==> src/rtl/core/gdm_ram.sv <==
// Generic simple dual-port RAM: one write port, one registered read port.
// Depends on nothing.
`default_nettype none

module gdm_ram #(
	parameter int unsigned WIDTH = 8,
	parameter int unsigned DEPTH = 256
) (
	input  wire logic                     clk,
	input  wire logic                     we,
	input  wire logic [$clog2(DEPTH)-1:0] waddr,
	input  wire logic [WIDTH-1:0]         wdata,
	input  wire logic [$clog2(DEPTH)-1:0] raddr,
	output logic      [WIDTH-1:0]         rdata
);

	logic [WIDTH-1:0] mem [DEPTH];

	// Write and registered read.
	always_ff @(posedge clk) begin
		if (we) begin
			mem[waddr] <= wdata;
		end
		rdata <= mem[raddr];
	end

endmodule

`default_nettype wire
==> config.mk <==
export PLATFORM = sky130hd
export DESIGN_NAME = gdm_ram
export DESIGN_NICKNAME = d
export VERILOG_FILES = /design/src/rtl/core/gdm_ram.sv
export SDC_FILE = /design/constraint.sdc
export NUM_CORES = 2
export LEC_CHECK = 0
export ABC_AREA = 0
export BUFFER_PORTS_ARGS = -buffer_cell sky130_fd_sc_hd__clkbuf_2
export CAP_MARGIN = 20
export CORE_MARGIN = 2
export CORE_UTILIZATION = 50
export CTS_CLUSTER_DIAMETER = 200
export CTS_CLUSTER_SIZE = 28
export DETAILED_ROUTE_END_ITERATION = 10
export HOLD_SLACK_MARGIN = 0.1
export PLACE_DENSITY = 0.68
export SLEW_MARGIN = 20
export SYNTH_ARGS = -nofsm -noshare
export SYNTH_HDL_FRONTEND = slang
export SYNTH_SLANG_ARGS = --single-unit
==> constraint.sdc <==
create_clock -name clk -period 2.4 [get_ports clk]
set_input_delay 0.36 -clock clk [delete_from_list [all_inputs] [get_ports clk]]
set_output_delay 0.36 -clock clk [all_outputs]
set_load 0.005 [all_outputs]
==> run_results.csv <==
group,metric,value,unit
critical_path,cpMaxStageDelayCell,"mux4_2",
layout,fin_cells,6466,
global_routing,grt_pass1_wl,278,mm
floorplanning,die_h,403,um
layout,fin_nets,4385,
critical_path,cp_data_required_time,3.05,ns
layout,drive_above_1_share,30.7,%
logic_synthesis,syn_area,79600,um^2
sta,slew_violations,0,
route,via_per_inst,6.24,
place,pre_cts_slack,-1.30,ns
floorplanning,dieArea,162000,um^2
critical_path,critPathArrivalTime,3.01,ns
critical_path,crit_path_end,"rdata[0]",
sta,tightestPinTransition,0.904,ns
global_routing,grt_pass1_vias,39782,
sta,hold_violations,0,
cts,cts_buffers,83,
place,dp_hpwl,128,mm
layout,final_common_cell,"edfxtp_1",
sta,rsz0062_at_grt,"no",
cts,cts_max_level,3,
logic_synthesis,ys.flop_type,"edfxtp_1",
floorplanning,die_x,403,um
cts,cts_tree,"yes",
power_and_ir_drop,p_per_area,673,nW/um^2
logic_synthesis,synth_edf_count,2048,
run,max_cap_violations,0,
route,first_pass_iters,5,
logic_synthesis,syn_nets,3759,
route,ant_nets,0,
layout,syn_to_final_growth,13.2,%
floorplanning,ios,34,
logic_synthesis,synth_cell_types,55,
critical_path,reg2reg_slack,0.04,ns
global_routing,overflow,0,
place,gp_congestion,0.859,
sta,fin_ws,0.0380,ns
sta,clock_skew,0.0419,ns
route,num_vias,40333,
critical_path,crit_type,"register to register",
logic_synthesis,yosysTopAreaCellShare,77.3,%
floorplanning,start_util,50.3,%
global_routing,globalRouteTotalUtil,23.8,%
sta,period_needed,2.36,ns
route,drc,0,
logic_synthesis,synthCells,3733,
critical_path,cp-startpoint,"mem[67][0]",
critical_path,r2r.worst_path.cells,6,
sta,fin_hold_ws,0.108,ns
floorplanning,coreArea,158000,um^2
status,status,"completed",
sta,period_share,98.4,%
route,drt_iter0_drc,5727,
global_routing,grt_max_degree,93,
place,io_buffer_count,33,
critical_path,critical-path-max-stage-delay,0.51,ns
critical_path,crit_path_start_kind,"register",
logic_synthesis,yosys_warnings,0,
cts,path_clk_slew,0.11,ns
floorplanning,core.rowCount,146,
logic_synthesis,yosysTopAreaCell,"edfxtp_1",
layout,final_cell_mix,"2048 x edfxtp_1, 654 x buf_4, 454 x mux4_2",
critical_path,cpMostUsedCell,"mux4_2",
cts,cts_root_buf,"clkbuf_16",
sta,clock.fmax,423,MHz
logic_synthesis,synth_area_leaders,"edfxtp_1 77%, mux4_2 13%, mux2i_1 1.7%",
logic_synthesis,synth-seq-cells,2056,
sta,setup_viol_count_final,0,
cts,cts_buffer_depth,3,
cts,worst_skew_pair.late_latency,0.76,ns
critical_path,cp_cell_sequence,"mux4_2 -> mux4_2 -> nor2b_4 -> nor4_4 -> buf_4 -> nor4_2",
cts,cts.sinks,2056,
power_and_ir_drop,ir_drop,843,uV
logic_synthesis,synthArstFlopShare,0,%
critical_path,critPathMaxFanout,1,
sta,relSlewSlack,39.7,%
place,placed_cells,6341,
logic_synthesis,synth_seq_area_share,77.5,%
power_and_ir_drop,power_leakage,0.0287,uW
logic_synthesis,syn_avg_cell_area,21.3,um^2
route,avgRoutedWirePerCell,29.8,um
min_path,hold_path.class,"primary input to register",
critical_path,reg2reg_to,"rdata[0]",
route,wirelength,192,mm
layout,diodes,0,
critical_path,r2r-start,"mem[67][0]",
critical_path,cp-end-kind,"register",
global_routing,antenna_found_initial,5,
[kinds of logic (layout without fill, tap and decap cells)]
family / Yosys count / after routing / share of synthesized area (%)
multiplexers: 591 / 591 / 14.6
AO/OA/AOI/OAI: 385 / 385 / 3.42
buffers and inverters: 235 / 896 / 1.83
flip-flops: 2056 / 2056 / 77.5
AND/OR/NAND/NOR: 466 / 466 / 2.63
[state kept, by name (all words and copies together), names as in the netlist]
| name | cells |
|---|---|
| rdata | 8 |
| mem | 2048 |
[power by group]
group,switching (uW),internal (uW)
logic,2450,1740
registers,79.3,39500
clock network,10300,6560
total,12800,47800
[routing by layer]
metal | part of all wire [%] | track usage [%] | vias to the layer above
li1 | - | - | 16782
met1 | 40 | 34.9 | 21389
met2 | 48 | 37.7 | 1928
met3 | 9.2 | 3.55 | 228
met4 | 2.6 | 6.36 | 6
met5 | 0.022 | 0 | -
[critical path, delay by kind of cell, from the launching register on]
family / cells / cell delay [ns]
buffers and inverters: 1 / 0.20
DFF: 1 / 0.38
muxes: 2 / 1.00
and+or+nand+nor: 3 / 0.69
[layout make-up]
class	count	area, um^2
Fill cell	11483	68100
Sequential cell	2056	61700
Multi-Input combinational cell	1442	16600
Timing Repair Buffer	774	6910
Tap cell	2072	2590
Clock buffer	117	2230
Clock inverter	3	41.3
Inverter	2	7.51
[stage by stage]
step | util, % | total power, uW | setup TNS (ns) | area, um^2
finish | 56.9 | 60600 | 0 | 90100
global route | 56.9 | 62200 | 0 | 90100
CTS | 56.9 | 60900 | 0 | 90000
detailed placement | 55.4 | 44600 | -7.02 | 87600
global placement | 55.4 | 44500 | -6.82 | 87600
floorplan | - | 42300 | 0 | 79600
[worst min path at each step]
stage | depth (start not counted) | start | slack [ns] | end
finish | 1 | wdata[2] | 0.11 | mem[227][2]
global route | 1 | wdata[2] | 0.13 | mem[227][2]
CTS | 1 | wdata[2] | 0.11 | mem[227][2]
detailed placement | 1 | wdata[7] | 0.79 | mem[0][7]
global placement | 1 | wdata[7] | 0.79 | mem[0][7]
floorplan | 0 | wdata[0] | 0.46 | mem[0][0]
[cell usage after synthesis, types with 2 or more instances]
library cell	count
nand2_1	33
a2111oi_1	2
a211oi_1	16
nor4_2	3
mux4_1	2
nor3_1	22
buf_12	8
nor2b_1	31
buf_4	27
a21oi_1	96
a22o_1	8
a221oi_1	13
and3b_1	2
o21ai_1	2
a22oi_1	133
nand3_1	34
o211ai_1	10
buf_8	13
a31oi_1	2
buf_6	21
o22ai_1	28
clkbuf_1	111
a311oi_1	2
and2_1	6
edfxtp_1	2048
nand3b_1	2
nor2_1	282
buf_1	22
nand2b_1	8
a2111oi_0	2
or2_2	4
o221ai_1	46
buf_2	31
dfxtp_1	8
mux2i_1	134
nand4_1	10
nor4_1	24
o21ai_0	10
o32ai_1	4
mux4_2	454
o22a_1	5
[timing repair]
| action | in CTS | in global routing |
|---|---|---|
| setup endpoints to repair | 6 | 6 |
| buffers inserted | 0 | 1 |
| pin swaps | 0 | 1 |
| endpoints found under the hold margin | 205 | 0 |
| cloned | 0 | 0 |
| resized for setup | 11 | 12 |
| hold buffers | 4 | 0 |
No activity file was read; power rests on OpenSTA's default activity.
